[config.mk]
export PLATFORM = sky130hd
export DESIGN_NAME = linkwitz_riley_fourth_order_filter
export DESIGN_NICKNAME = d
export VERILOG_FILES = /design/src/sv/lrf_pkg.sv /design/src/sv/lrf_hist.sv /design/src/sv/lrf_mac.sv /design/src/sv/linkwitz_riley_fourth_order_filter.sv
export SDC_FILE = /design/constraint.sdc
export NUM_CORES = 2
export LEC_CHECK = 0
export ABC_AREA = 1
export BUFFER_PORTS_ARGS = -buffer_cell sky130_fd_sc_hd__buf_2
export CAP_MARGIN = 20
export CORE_MARGIN = 2
export CORE_UTILIZATION = 60
export DETAILED_ROUTE_END_ITERATION = 10
export PLACE_DENSITY_LB_ADDON = 0.2
export SYNTH_ARGS = -nofsm -noshare
export SYNTH_HDL_FRONTEND = slang
export SYNTH_SLANG_ARGS = --single-unit
[constraint.sdc]
create_clock -name clk -period 9.8 [get_ports clk]
set_clock_uncertainty 0.15 [all_clocks]
set_input_delay 1.47 -clock clk [delete_from_list [all_inputs] [get_ports clk]]
set_output_delay 1.47 -clock clk [all_outputs]
set_load 0.1 [all_outputs]
[src/sv/lrf_pkg.sv]
// -----------------------------------------------------------------------------
// lrf_pkg: shared types and constants for the LR4 crossover filter
// Register map codes, history row layout, accumulator limits and the
// control/status bundles between the sequencer and the digit-serial MAC.
// -----------------------------------------------------------------------------
package lrf_pkg;

	// Fixed field widths
	localparam int COEF_W  = 32;
	localparam int CHAN_W  = 3;
	localparam int ACT_W   = 4;
	localparam int DIGIT_W = 4;
	localparam int APB_AW  = 5;
	localparam int APB_DW  = 32;
	localparam int REG_IW  = 3;

	// Register indexes (byte address / 4)
	localparam logic [REG_IW-1:0] REG_B0  = 3'd0;
	localparam logic [REG_IW-1:0] REG_B1  = 3'd1;
	localparam logic [REG_IW-1:0] REG_B2  = 3'd2;
	localparam logic [REG_IW-1:0] REG_A1  = 3'd3;
	localparam logic [REG_IW-1:0] REG_A2  = 3'd4;
	localparam logic [REG_IW-1:0] REG_ACT = 3'd5;

	localparam logic [COEF_W-1:0] B0_RESET  = 32'h4000_0000;
	localparam logic [ACT_W-1:0]  ACT_RESET = 4'd2;

	// Slots of one channel's history row
	localparam int HIST_SLOTS = 6;
	localparam int HIST_IN1   = 0;
	localparam int HIST_IN2   = 1;
	localparam int HIST_MID1  = 2;
	localparam int HIST_MID2  = 3;
	localparam int HIST_OUT1  = 4;
	localparam int HIST_OUT2  = 5;

	// Accumulator clamps at +-2^62
	localparam int ACC_W = 65;
	localparam logic signed [ACC_W-1:0] ACC_LIM  = 65'sh0_4000_0000_0000_0000;
	localparam logic signed [ACC_W-1:0] ACC_NLIM = -ACC_LIM;

	typedef struct packed {
		logic load;   // start a product with the presented operand
		logic neg;    // subtract this product
		logic rnd;    // round and saturate the accumulator
	} mac_ctl_t;

	typedef struct packed {
		logic ready;      // a product may start this cycle
		logic idle;       // nothing running or pending
		logic res_valid;  // rounded result just landed
	} mac_sts_t;

	function automatic logic signed [ACC_W-1:0] sat_acc(input logic signed [ACC_W-1:0] v);
		logic signed [ACC_W-1:0] r;
		if (v > ACC_LIM) begin
			r = ACC_LIM;
		end else if (v < ACC_NLIM) begin
			r = ACC_NLIM;
		end else begin
			r = v;
		end
		return r;
	endfunction

endpackage

[src/sv/lrf_hist.sv]
// -----------------------------------------------------------------------------
// lrf_hist: per-channel filter history memory
// One row per channel holds both sections' input and output histories.
// Rows never written since reset read as zero through a valid bit per row.
// -----------------------------------------------------------------------------
module lrf_hist #(
	parameter int CHANNELS    = 8,
	parameter int SAMPLE_BITS = 24
) (
	input  logic                                          clk,
	input  logic                                          arst_n,
	input  logic                                          rd_en,
	input  logic [(CHANNELS > 1 ? $clog2(CHANNELS) : 1)-1:0] rd_addr,
	output logic [lrf_pkg::HIST_SLOTS*SAMPLE_BITS-1:0]      rd_row,
	input  logic                                          wr_en,
	input  logic [(CHANNELS > 1 ? $clog2(CHANNELS) : 1)-1:0] wr_addr,
	input  logic [lrf_pkg::HIST_SLOTS*SAMPLE_BITS-1:0]      wr_row
);
	import lrf_pkg::*;

	localparam int ROW_W = HIST_SLOTS * SAMPLE_BITS;

	logic [ROW_W-1:0] mem [CHANNELS];
	logic [CHANNELS-1:0] vld_q;
	logic [ROW_W-1:0] rd_row_q;

	// Mark rows once written
	always_ff @(posedge clk or negedge arst_n) begin
		if (!arst_n) begin
			vld_q <= '0;
		end else if (wr_en) begin
			vld_q[wr_addr] <= 1'b1;
		end
	end

	// Write one row, read one row with registered data
	always_ff @(posedge clk) begin
		if (wr_en) begin
			mem[wr_addr] <= wr_row;
		end
		if (rd_en) begin
			rd_row_q <= vld_q[rd_addr] ? mem[rd_addr] : '0;
		end
	end

	assign rd_row = rd_row_q;

endmodule

[src/sv/lrf_mac.sv]
// -----------------------------------------------------------------------------
// lrf_mac: digit-serial multiply-accumulate with rounding
// The sample operand shifts out one 4-bit digit per cycle against the full
// coefficient; partial sums shift right so the adder stays 38 bits wide.
// Finished products are added to a clamped accumulator in the cycle after their last digit.
// -----------------------------------------------------------------------------
module lrf_mac #(
	parameter int SAMPLE_BITS    = 24,
	parameter int COEF_FRAC_BITS = 30
) (
	input  logic                             clk,
	input  logic                             arst_n,
	input  lrf_pkg::mac_ctl_t                ctl,
	input  logic signed [SAMPLE_BITS-1:0]    operand,
	input  logic signed [lrf_pkg::COEF_W-1:0] coef,
	output lrf_pkg::mac_sts_t                sts,
	output logic signed [SAMPLE_BITS-1:0]    result
);
	import lrf_pkg::*;

	localparam int NDIG  = (SAMPLE_BITS + DIGIT_W - 1) / DIGIT_W;
	localparam int XS_W  = NDIG * DIGIT_W;
	localparam int PP_W  = COEF_W + DIGIT_W + 1;
	localparam int T_W   = PP_W + 1;
	localparam int R_W   = T_W - DIGIT_W;
	localparam int P_W   = R_W + XS_W;
	localparam int CNT_W = $clog2(NDIG);

	localparam logic signed [ACC_W-1:0] RND_HALF =
		{{(ACC_W-1){1'b0}}, 1'b1} << (COEF_FRAC_BITS - 1);
	localparam logic signed [ACC_W-1:0] SAT_HI =
		({{(ACC_W-1){1'b0}}, 1'b1} << (SAMPLE_BITS - 1)) - 1;
	localparam logic signed [ACC_W-1:0] SAT_LO = -SAT_HI - 1;

	// Control state
	logic             run_q;
	logic [CNT_W-1:0] cnt_q;
	logic             pend_q;
	logic             rnd_a_q;
	logic             rnd_b_q;
	logic             res_v_q;
	logic signed [ACC_W-1:0] acc_q;

	// Datapath registers
	logic signed [XS_W-1:0]   xs_q;
	logic signed [COEF_W-1:0] coef_q;
	logic                     neg_q;
	logic signed [R_W-1:0]    r_q;
	logic [XS_W-1:0]          l_q;
	logic signed [P_W-1:0]    prod_q;
	logic                     pneg_q;
	logic signed [SAMPLE_BITS-1:0] res_q;

	logic                     last;
	logic signed [DIGIT_W:0]  dig;
	logic signed [PP_W-1:0]   pp;
	logic signed [T_W-1:0]    t_sum;
	logic signed [R_W-1:0]    r_next;
	logic [XS_W-1:0]          l_next;
	logic signed [ACC_W-1:0]  prod_ext;
	logic signed [ACC_W-1:0]  shifted;
	logic signed [ACC_W-1:0]  clamped;

	// One digit step: top digit is signed, the rest unsigned
	assign last    = run_q && (cnt_q == CNT_W'(NDIG - 1));
	assign dig     = {last & xs_q[DIGIT_W-1], xs_q[DIGIT_W-1:0]};
	assign pp      = coef_q * dig;
	assign t_sum   = T_W'(r_q) + T_W'(pp);
	assign r_next  = R_W'(t_sum >>> DIGIT_W);
	assign l_next  = {t_sum[DIGIT_W-1:0], l_q[XS_W-1:DIGIT_W]};
	assign prod_ext = ACC_W'(prod_q);

	// Floor shift and saturate to the sample range
	always_comb begin
		shifted = acc_q >>> COEF_FRAC_BITS;
		if (shifted > SAT_HI) begin
			clamped = SAT_HI;
		end else if (shifted < SAT_LO) begin
			clamped = SAT_LO;
		end else begin
			clamped = shifted;
		end
	end

	// Sequence digits, accumulation and rounding
	always_ff @(posedge clk or negedge arst_n) begin
		if (!arst_n) begin
			run_q   <= 1'b0;
			cnt_q   <= '0;
			pend_q  <= 1'b0;
			rnd_a_q <= 1'b0;
			rnd_b_q <= 1'b0;
			res_v_q <= 1'b0;
			acc_q   <= '0;
		end else begin
			if (ctl.load) begin
				run_q <= 1'b1;
				cnt_q <= '0;
			end else if (last) begin
				run_q <= 1'b0;
			end else if (run_q) begin
				cnt_q <= cnt_q + 1'b1;
			end
			pend_q  <= last;
			rnd_a_q <= ctl.rnd;
			rnd_b_q <= rnd_a_q;
			res_v_q <= rnd_b_q;
			if (pend_q) begin
				acc_q <= sat_acc(pneg_q ? acc_q - prod_ext : acc_q + prod_ext);
			end else if (rnd_a_q) begin
				acc_q <= sat_acc(acc_q + RND_HALF);
			end else if (rnd_b_q) begin
				acc_q <= '0;
			end
		end
	end

	// Shift operand digits and partial product
	always_ff @(posedge clk) begin
		if (ctl.load) begin
			xs_q   <= XS_W'(operand);
			coef_q <= coef;
			neg_q  <= ctl.neg;
			r_q    <= '0;
		end else if (run_q) begin
			xs_q <= xs_q >>> DIGIT_W;
			r_q  <= r_next;
			l_q  <= l_next;
		end
		if (last) begin
			prod_q <= {r_next, l_next};
			pneg_q <= neg_q;
		end
		if (rnd_b_q) begin
			res_q <= SAMPLE_BITS'(clamped);
		end
	end

	assign sts.ready     = !run_q || last;
	assign sts.idle      = !run_q && !pend_q && !rnd_a_q && !rnd_b_q;
	assign sts.res_valid = res_v_q;
	assign result        = res_q;

endmodule

[src/sv/linkwitz_riley_fourth_order_filter.sv]
// -----------------------------------------------------------------------------
// linkwitz_riley_fourth_order_filter: per-channel LR4 filter
// Two cascaded direct-form-I biquads sharing one programmable coefficient set,
// with per-channel histories and saturation of each section to the sample width.
//
//  channel   | dir | tdata / data                  | tuser / control
//  ----------+-----+-------------------------------+------------------------
//  s_*       | in  | sample_in                     | chan
//  m_*       | out | sample_out                    | bad_channel
//  apb       | in  | coef_b0..coef_a2, active_chans| psel/penable/pwrite
//
// A good item runs ten products, N = ceil(SAMPLE_BITS/4) digits each, one 4-bit
// digit per cycle through the one shared MAC. A rejected channel skips the MAC,
// goes straight to the output register and touches no history.
// One item is in flight; the output register lets the next item enter while
// a result waits on m_tready. Reset clears control, registers and histories.
// -----------------------------------------------------------------------------
module linkwitz_riley_fourth_order_filter #(
	parameter int CHANNELS       = 8,
	parameter int SAMPLE_BITS    = 24,
	parameter int COEF_FRAC_BITS = 30
) (
	input  logic                                clk,
	input  logic                                arst_n,
	// sample input
	input  logic                                s_tvalid,
	output logic                                s_tready,
	input  logic [((SAMPLE_BITS+7)/8)*8-1:0]    s_tdata,  // [SB-1:0] sample_in, rest zero
	input  logic [lrf_pkg::CHAN_W-1:0]          s_tuser,  // [2:0] chan
	// sample output
	output logic                                m_tvalid,
	input  logic                                m_tready,
	output logic [((SAMPLE_BITS+7)/8)*8-1:0]    m_tdata,  // [SB-1:0] sample_out, rest zero
	output logic [0:0]                          m_tuser,  // [0] bad_channel
	// configuration
	input  logic                                psel,
	input  logic                                penable,
	input  logic                                pwrite,
	input  logic [lrf_pkg::APB_AW-1:0]          paddr,
	input  logic [lrf_pkg::APB_DW-1:0]          pwdata,
	output logic [lrf_pkg::APB_DW-1:0]          prdata,
	output logic                                pready
);
	import lrf_pkg::*;

	localparam int TDATA_W = ((SAMPLE_BITS + 7) / 8) * 8;
	localparam int AW      = (CHANNELS > 1) ? $clog2(CHANNELS) : 1;
	localparam int ROW_W   = HIST_SLOTS * SAMPLE_BITS;

	localparam logic [2:0] ST_IDLE = 3'd0;
	localparam logic [2:0] ST_MUL  = 3'd1;
	localparam logic [2:0] ST_WAIT = 3'd2;
	localparam logic [2:0] ST_RND  = 3'd3;
	localparam logic [2:0] ST_FIN  = 3'd4;

	// Product order within a section
	localparam logic [2:0] TAP_X0 = 3'd0;
	localparam logic [2:0] TAP_X1 = 3'd1;
	localparam logic [2:0] TAP_X2 = 3'd2;
	localparam logic [2:0] TAP_Y1 = 3'd3;
	localparam logic [2:0] TAP_Y2 = 3'd4;

	logic signed [COEF_W-1:0] b0_q, b1_q, b2_q, a1_q, a2_q;
	logic [ACT_W-1:0]         act_q;

	logic [2:0]               state_q;
	logic                     sec_q;
	logic [2:0]               k_q;
	logic                     bad_q;
	logic [AW-1:0]            chan_q;
	logic signed [SAMPLE_BITS-1:0] x_q;
	logic signed [SAMPLE_BITS-1:0] mid_q;

	logic [SAMPLE_BITS-1:0]   out_q;
	logic                     out_bad_q;
	logic                     mvalid_q;

	logic                     in_fire;
	logic                     in_bad;
	logic                     fin_fire;
	logic                     cfg_wr;
	logic [REG_IW-1:0]        reg_idx;

	mac_ctl_t                 mac_ctl;
	mac_sts_t                 mac_sts;
	logic signed [SAMPLE_BITS-1:0] mac_op;
	logic signed [COEF_W-1:0] mac_coef;
	logic signed [SAMPLE_BITS-1:0] mac_res;

	logic [ROW_W-1:0]         rd_row;
	logic [ROW_W-1:0]         wr_row;
	logic signed [SAMPLE_BITS-1:0] h_in1, h_in2, h_mid1, h_mid2, h_out1;

	// Configuration registers
	assign pready  = 1'b1;
	assign reg_idx = paddr[APB_AW-1:2];
	assign cfg_wr  = psel && penable && pwrite && pready;

	always_ff @(posedge clk or negedge arst_n) begin
		if (!arst_n) begin
			b0_q  <= B0_RESET;
			b1_q  <= '0;
			b2_q  <= '0;
			a1_q  <= '0;
			a2_q  <= '0;
			act_q <= ACT_RESET;
		end else if (cfg_wr) begin
			unique case (reg_idx)
				REG_B0:  b0_q  <= pwdata;
				REG_B1:  b1_q  <= pwdata;
				REG_B2:  b2_q  <= pwdata;
				REG_A1:  a1_q  <= pwdata;
				REG_A2:  a2_q  <= pwdata;
				REG_ACT: act_q <= pwdata[ACT_W-1:0];
				default: ;
			endcase
		end
	end

	always_comb begin
		unique case (reg_idx)
			REG_B0:  prdata = b0_q;
			REG_B1:  prdata = b1_q;
			REG_B2:  prdata = b2_q;
			REG_A1:  prdata = a1_q;
			REG_A2:  prdata = a2_q;
			REG_ACT: prdata = APB_DW'(act_q);
			default: prdata = '0;
		endcase
	end

	// Input beat and channel check
	assign s_tready = (state_q == ST_IDLE);
	assign in_fire  = s_tvalid && s_tready;
	assign in_bad   = ({1'b0, s_tuser} >= act_q) || (32'(s_tuser) >= CHANNELS);
	assign fin_fire = (state_q == ST_FIN) && (!mvalid_q || m_tready);

	// History row fields
	assign h_in1  = rd_row[HIST_IN1*SAMPLE_BITS +: SAMPLE_BITS];
	assign h_in2  = rd_row[HIST_IN2*SAMPLE_BITS +: SAMPLE_BITS];
	assign h_mid1 = rd_row[HIST_MID1*SAMPLE_BITS +: SAMPLE_BITS];
	assign h_mid2 = rd_row[HIST_MID2*SAMPLE_BITS +: SAMPLE_BITS];
	assign h_out1 = rd_row[HIST_OUT1*SAMPLE_BITS +: SAMPLE_BITS];

	// Shift the histories by one sample
	always_comb begin
		wr_row = '0;
		wr_row[HIST_IN1*SAMPLE_BITS +: SAMPLE_BITS]  = x_q;
		wr_row[HIST_IN2*SAMPLE_BITS +: SAMPLE_BITS]  = h_in1;
		wr_row[HIST_MID1*SAMPLE_BITS +: SAMPLE_BITS] = mid_q;
		wr_row[HIST_MID2*SAMPLE_BITS +: SAMPLE_BITS] = h_mid1;
		wr_row[HIST_OUT1*SAMPLE_BITS +: SAMPLE_BITS] = mac_res;
		wr_row[HIST_OUT2*SAMPLE_BITS +: SAMPLE_BITS] = h_out1;
	end

	// Pick operand and coefficient for the current product
	always_comb begin
		case (k_q)
			TAP_X0: begin
				mac_op   = sec_q ? mid_q : x_q;
				mac_coef = b0_q;
			end
			TAP_X1: begin
				mac_op   = sec_q ? h_mid1 : h_in1;
				mac_coef = b1_q;
			end
			TAP_X2: begin
				mac_op   = sec_q ? h_mid2 : h_in2;
				mac_coef = b2_q;
			end
			TAP_Y1: begin
				mac_op   = sec_q ? h_out1 : h_mid1;
				mac_coef = a1_q;
			end
			default: begin
				mac_op   = sec_q ? rd_row[HIST_OUT2*SAMPLE_BITS +: SAMPLE_BITS] : h_mid2;
				mac_coef = a2_q;
			end
		endcase
	end

	always_comb begin
		mac_ctl      = '0;
		mac_ctl.load = (state_q == ST_MUL) && mac_sts.ready;
		mac_ctl.neg  = (k_q >= TAP_Y1);
		mac_ctl.rnd  = (state_q == ST_WAIT) && mac_sts.idle;
	end

	// Sequencer
	always_ff @(posedge clk or negedge arst_n) begin
		if (!arst_n) begin
			state_q <= ST_IDLE;
			sec_q   <= 1'b0;
			k_q     <= TAP_X0;
			bad_q   <= 1'b0;
		end else begin
			unique case (state_q)
				ST_IDLE: begin
					if (in_fire) begin
						bad_q   <= in_bad;
						sec_q   <= 1'b0;
						k_q     <= TAP_X0;
						state_q <= in_bad ? ST_FIN : ST_MUL;
					end
				end
				ST_MUL: begin
					if (mac_sts.ready) begin
						if (k_q == TAP_Y2) begin
							state_q <= ST_WAIT;
						end else begin
							k_q <= k_q + 1'b1;
						end
					end
				end
				ST_WAIT: begin
					if (mac_sts.idle) begin
						state_q <= ST_RND;
					end
				end
				ST_RND: begin
					if (mac_sts.res_valid) begin
						if (!sec_q) begin
							sec_q   <= 1'b1;
							k_q     <= TAP_X0;
							state_q <= ST_MUL;
						end else begin
							state_q <= ST_FIN;
						end
					end
				end
				ST_FIN: begin
					if (fin_fire) begin
						state_q <= ST_IDLE;
					end
				end
				default: state_q <= ST_IDLE;
			endcase
		end
	end

	// Hold item payload
	always_ff @(posedge clk) begin
		if (in_fire) begin
			x_q    <= s_tdata[SAMPLE_BITS-1:0];
			chan_q <= AW'(s_tuser);
		end
		if ((state_q == ST_RND) && mac_sts.res_valid && !sec_q) begin
			mid_q <= mac_res;
		end
	end

	// Output register
	always_ff @(posedge clk or negedge arst_n) begin
		if (!arst_n) begin
			mvalid_q <= 1'b0;
		end else if (fin_fire) begin
			mvalid_q <= 1'b1;
		end else if (m_tready) begin
			mvalid_q <= 1'b0;
		end
	end

	always_ff @(posedge clk) begin
		if (fin_fire) begin
			out_q     <= bad_q ? '0 : mac_res;
			out_bad_q <= bad_q;
		end
	end

	assign m_tvalid = mvalid_q;
	assign m_tdata  = TDATA_W'(out_q);
	assign m_tuser  = out_bad_q;

	lrf_hist #(
		.CHANNELS    (CHANNELS),
		.SAMPLE_BITS (SAMPLE_BITS)
	) u_hist (
		.clk     (clk),
		.arst_n  (arst_n),
		.rd_en   (in_fire && !in_bad),
		.rd_addr (AW'(s_tuser)),
		.rd_row  (rd_row),
		.wr_en   (fin_fire && !bad_q),
		.wr_addr (chan_q),
		.wr_row  (wr_row)
	);

	lrf_mac #(
		.SAMPLE_BITS    (SAMPLE_BITS),
		.COEF_FRAC_BITS (COEF_FRAC_BITS)
	) u_mac (
		.clk     (clk),
		.arst_n  (arst_n),
		.ctl     (mac_ctl),
		.operand (mac_op),
		.coef    (mac_coef),
		.sts     (mac_sts),
		.result  (mac_res)
	);

endmodule

After elaboration in Yosys (flattened, before gate mapping):

Memories as Yosys holds them, arrays and structs flattened. A register that Yosys moved wholly into a read port is not among the register bits.
Cells that the tools add are included.

* bits in registers: 528
* memory bits (writable): 1152
* input bits: 71
* output and inout bits: 60
* word-level logic and storage cells: 175
* memories: 1

* $add $sub $neg: 6
* multiply operators: 1
* order comparisons: 11
* equality and inequality tests: 23
* mux-type cells: 50
* bitwise gates (word level): 3
* reductions and logical operators: 47

Memory list
* u_hist.mem: words 8, bits a word 144, rd ports 1, clocked after memory_dff 1, write ports 1, line lrf_hist.sv:23 `logic [ROW_W-1:0] mem [CHANNELS];`

Operators with widths (number)
* $mux W65: 8
* $pmux W32 S6: 1
* $mux W24: 7
* $gt A65 B64 Y1 const B: 2
* $lt A65 B63 Y1 const B: 2
* $pmux W32 S4: 1
* $pmux W24 S4: 1
* $add A65 B31 Y65 const B: 1
* $add A65 B58 Y65: 1
* $sub A65 B58 Y65: 1
* $mux W3: 16
* $add A34 B37 Y38: 1
* $mul A32 B5 Y37: 1
* $gt A35 B24 Y1 const B: 1
* $lt A35 B24 Y1 const B: 1
* $mux W23: 1
* $eq A3 B2 Y1 const B: 6
* $reduce_and A2 Y1: 9
* $eq A3 B3 Y1 const B: 5
* $logic_and A1 B1 Y1: 15
* $pmux W3 S5: 1
* $ne A2 B2 Y1 const B: 6
* $reduce_and A6 Y1: 2
* $mux W1: 10
* 20 further kinds: 41

Longest topological paths before layout:

* word-level depth: 6
* gate-level depth with buffers: 37
* depth with buffers taken out: 37

By module:

From an unflattened synthesis, not the netlist that was laid out.

* cell total of the unflattened synthesis: 10834
* area total of the unflattened synthesis: 94479.4 µm²

Modules (own cells, without submodules)
* lrf_hist: times used 1, cells an instance 5483, area each 55786.0 µm², sequential area each 39117.5 µm²
* lrf_mac: times used 1, cells an instance 3538, area each 25060.3 µm², sequential area each 7312.0 µm²
* linkwitz_riley_fourth_order_filter: times used 1, cells an instance 1813, area each 13633.1 µm², sequential area each 6613.8 µm²

Worst setup path after synthesis:

No wires, ideal clock.

* path kind: input to register
* start point: input s_tuser[0] in the netlist's numbering
* end point: register u_hist.rd_row_q[0], in the netlist u_hist.rd_row[0] (read register of u_hist.mem) (enable)
* setup time: 651 ps
* data arrival time: 9209 ps
* required time: 8999 ps
* path slack: -211 ps
* stages: 11
* path buffers: 4
* path through: clkbuf_1 inv_1 clkbuf_1 clkbuf_1 clkbuf_1 ha_1 o21ai_0 nand2_1 a21oi_1 nor2_1 nor2_1

* cells in the longest elaborated chain, start to end: 3
* elaborated cells on any way between the ends: 6
* classes of those cells: order compare: 1; mux: 2; reduce/logical: 3

RTL lines
* start: declaration: line linkwitz_riley_fourth_order_filter.sv:29 `input logic [lrf_pkg::CHAN_W-1:0] s_tuser,`
* $ge A3 B4 Y1: line linkwitz_riley_fourth_order_filter.sv:135 `assign in_bad = ({1'b0, s_tuser} >= act_q) || (32'(s_tuser) >= CHANNELS);`
* $logic_not A1 Y1: line linkwitz_riley_fourth_order_filter.sv:280 `.rd_en (in_fire && !in_bad),`
* $logic_and A1 B1 Y1: line linkwitz_riley_fourth_order_filter.sv:280
* via u_hist.rd_en: line lrf_hist.sv:12 `input logic rd_en,`
* end: declaration: line lrf_hist.sv:25 `logic [ROW_W-1:0] rd_row_q;`

The timed path passes the listed nets, and every way through them passes these cells. The select of a mux whose other input is x is not followed.
A chain may end at the register's enable or synchronous reset.

Final worst setup path:

* start point: register u_mac.prod_q[0]
* end point: register u_mac.acc_q[35]

* cells in the longest elaborated chain, start to end: 6
* elaborated cells on any way between the ends: 8
* classes of those cells: add/sub: 2; order compare: 2; mux: 4

RTL lines
* start: declaration: line lrf_mac.sv:50 `logic signed [P_W-1:0] prod_q;`
* start signal: assignment: line lrf_mac.sv:131 `prod_q <= {r_next, l_next};`
* $add A65 B58 Y65 or $sub A65 B58 Y65 (tied branches): line lrf_mac.sv:109 `acc_q <= sat_acc(pneg_q ? acc_q - prod_ext : acc_q + prod_ext);`
* $mux W65 *: line lrf_mac.sv:109
* $lt A65 B63 Y1: line lrf_pkg.sv:58 `end else if (v < ACC_NLIM) begin`
* $mux W65: line lrf_pkg.sv:58
* $mux W65 *: line lrf_pkg.sv:56 `if (v > ACC_LIM) begin`
* $mux W65 *: line lrf_mac.sv:108 `if (pend_q) begin`
* end signal: assignment: line lrf_mac.sv:109
* end signal: assignment: line lrf_mac.sv:111 `acc_q <= sat_acc(acc_q + RND_HALF);`
* end: declaration: line lrf_mac.sv:42 `logic signed [ACC_W-1:0] acc_q;`

Every way passes the cells marked *; elsewhere a longest branch is shown, timed or not.

==> impl_metrics.ini <==
[power_and_ir_drop]
total_power_uw = 16300
internal-power_uw = 12600
power_density_mw_per_mm2 = 169
combPwrFrac = 0.056
ir_drop_mv = 0.175
seqPwrFrac = 0.525
pwr-share-clk = 0.419
leakagePower_uw = 0.0381
switching_share = 0.226
switchingPower_uw = 3680

[synthesis]
synth_top_family_by_area = simple AND/OR/NAND/NOR gates
ys_dominant_reg_cell = edfxtp_1
synthAdderAreaFrac = 0.0526
netlist_top_cells_area = edfxtp_1 53%, nand2_1 9.3%, dfrtp_1 7.2%, o21ai_0 5.1%, inv_1 4.3%
synth_compound_area_frac = 0.105
synth_area_mm2 = 0.0876
yosysTopAreaCellShare = 0.525
synth_fp_nets = 9151
synth_xor_area_frac = 0.0151
synth_common_cells = 2177 x nand2_1, 1532 x edfxtp_1, 1006 x inv_1
synth_cell_types = 61
yosys.area_share.simple = 0.159
synth_seq_cells = 1820
synth.most_common_cell = nand2_1
netlist.top_cell.by_area = edfxtp_1
synthArstFlopShare = 0.140
postSynthCellCount = 8792
avgSynthCellArea_um2 = 9.96
ys_seq_area_frac = 0.606
ys_warn_count = 0
synth_edf_count = 1532
synthMuxAreaShare = 0

[drt]
detail_route.first_pass.iterations = 8
wl_per_cell_um = 22.6
drt_iter0_drc = 7680
drt-total-wl_um = 246000
viasPerCell = 5.97
route.vias.total = 64802
route.detailed.drc = 0
ant_nets = 0

[global_route]
use_met1 = 0.487
gr-usage-met2 = 0.499
antenna_found_initial = 7
grt_pass1_wl_um = 370000
grtUsageMet3 = 0.0621
grt_usage = 0.329
grt_overflow_total = 0
grt_max_degree = 237
grt_pass1_vias = 61891
busiest_layer = met2

[cts]
ctsResizeCount = 0
hold_buffers = 0
root_buffer = clkbuf_16
clock-sinks = 1820
cts_buffers = 179
clk_pin_slew_worst_paths_ns = 0.06
post_cts_buffers = 0
tritoncts = yes
htree_levels = 4
clockBufferDepth = 3
clk_latency_ns = 0.82

[min_path]
hp-start = u_mac.l_q[4]$_DFFE_PP_
holdPathEnd = u_mac.prod_q[0]$_DFFE_PN_
min_path_cells = 0
worstHoldPathType = reg2reg

[cells_and_area]
drive_gt1_frac = 0.0672
nets = 9149
area_growth_pct = 9.59

[sta]
slew-limit-headroom = 0.207
fmax_ghz = 0.139
worstMarginPinSlew_ns = 1.19
rsz0062_at_grt = false
slew_violations = 0
final_hold_viol_count = 0
setup_viol = 0
post-route-period-util = 0.732
fin_tns_setup_ns = 0
period_needed_ns = 7.18

[die]
num_io_pins = 131
die_w_um = 386
initial_core_util = 0.603
fp-row-count = 140
die_area_mm2 = 0.149
die_h_um = 386
coreArea_mm2 = 0.145

[critical_path]
cp_max_fo = 43
r2r_end = u_mac.acc_q[35]$_DFFE_PN0P_
critPathSlowestCell = inv_2
crit_required_ns = 10.31
cp.arrival_ns = 7.68
critPathLaunchType = flop
r2r_start = u_mac.prod_q[0]$_DFFE_PN_
reg2reg_depth = 30
rrSetupSlack_ns = 2.62
worstSetupPathType = reg2reg
cpMostUsedCell = nor2_1
crit_path_end_kind = flop
cpPeakStageDelay_ns = 0.71

[outcome]
status = finished, final reports clean

[placed_design]
dp_hpwl_um = 153000
gp_congestion = 0.989
port_buffers = 127

[run]
maxCapViolations = 0
-- final cells by class --
class | instances | area (um^2)
Clock buffer | 222 | 4760
Fill cell | 11193 | 49300
Multi-Input combinational cell | 5547 | 29300
Tap cell | 1917 | 2400
Clock inverter | 103 | 1070
Inverter | 1019 | 3850
Sequential cell | 1820 | 53000
Timing Repair Buffer | 223 | 1520
Antenna cell | 7 | 17.5
-- stage by stage --
stage	hold slack, ns	cells	instance area (um^2)	setup slack (ns)	util
2_1_floorplan	0.246	8792	87600	1.02	-
3_3_place_gp	0.252	10523	90100	2.18	0.620
3_5_place_dp	0.260	10523	90100	2.07	0.620
4_1_cts	0.274	10848	95900	2.05	0.660
5_1_grt	0.280	10852	95900	2.15	0.661
6_report	0.271	10858	96000	2.62	0.661
-- worst max path at each step --
stage	end	slack [ns]	cells past startpoint	from
after floorplan	u_hist.vld_q[0]$_DFFE_PN0P_	1.02	5	m_tready
final	u_mac.acc_q[35]$_DFFE_PN0P_	2.62	30	u_mac.prod_q[0]$_DFFE_PN_
after global routing	u_mac.acc_q[42]$_DFFE_PN0P_	2.15	30	u_mac.prod_q[0]$_DFFE_PN_
after global placement	u_mac.acc_q[34]$_DFFE_PN0P_	2.18	29	u_mac.prod_q[0]$_DFFE_PN_
after detailed placement	u_mac.acc_q[34]$_DFFE_PN0P_	2.07	29	u_mac.prod_q[0]$_DFFE_PN_
after CTS	u_mac.acc_q[34]$_DFFE_PN0P_	2.05	29	u_mac.prod_q[0]$_DFFE_PN_
-- worst max-delay path, delay by kind of cell (launching register included) --
family                   cells  cell delay (ns)
AO/OA/AOI/OAI                4             1.30
XOR/XNOR                     1             0.15
adder cells (fa/ha/maj)      2             0.68
buffers and inverters        5             1.16
flip-flops                   1             0.43
AND/OR/NAND/NOR             18             3.12
-- logic make-up after synthesis --
family	after synthesis
flops	1820
fa+ha+maj	288
compound gates	1610
buf+inv	1425
xor+xnor	151
other cells	1
simple gates	3497
-- cells in the final DEF (no fill, tap or decap), types with 46 or more instances in the layout --
cell / instances
nand2_1: 2173
edfxtp_1: 1532
inv_1: 1002
o21ai_0: 898
nor2_1: 897
o22ai_1: 302
dfrtp_1: 251
clkbuf_16: 183
nand3_1: 168
a21oi_1: 158
ha_1: 153
fa_1: 134
buf_2: 123
xor2_1: 105
a221oi_1: 91
buf_4: 86
nand4_1: 65
xnor2_1: 46
-- flip-flops by register name, indices dropped and copies added, names as in the netlist, 4 cells and up --
signal	count
a1_q	32
a2_q	32
act_q	4
b0_q	32
b1_q	32
b2_q	32
m_tdata	24
mid_q	24
u_hist.mem	1152
u_hist.rd_row	144
u_hist.vld_q	8
u_mac.acc_q	65
u_mac.coef_q	32
u_mac.l_q	20
u_mac.prod_q	58
u_mac.r_q	34
u_mac.result	24
u_mac.xs_q	24
x_q	24
-- power by group through the flow --
stage / Clock [uW] / Sequential, uW / Combinational [uW]
6_report: 6820 / 8540 / 909
5_1_grt: 7180 / 8550 / 1000
4_1_cts: 6890 / 8530 / 902
3_5_place_dp: 0 / 8690 / 898
3_3_place_gp: 0 / 8690 / 872
2_1_floorplan: 0 / 8670 / 641
-- routing by layer --
metal,vias to the layer above,wire length [um],part of all wire
li1,29672,-,-
met1,31405,104000,0.42
met2,3295,110000,0.45
met3,428,24600,0.10
met4,2,6760,0.028
met5,-,11,0.000045
No activity file was read; power rests on OpenSTA's default activity.
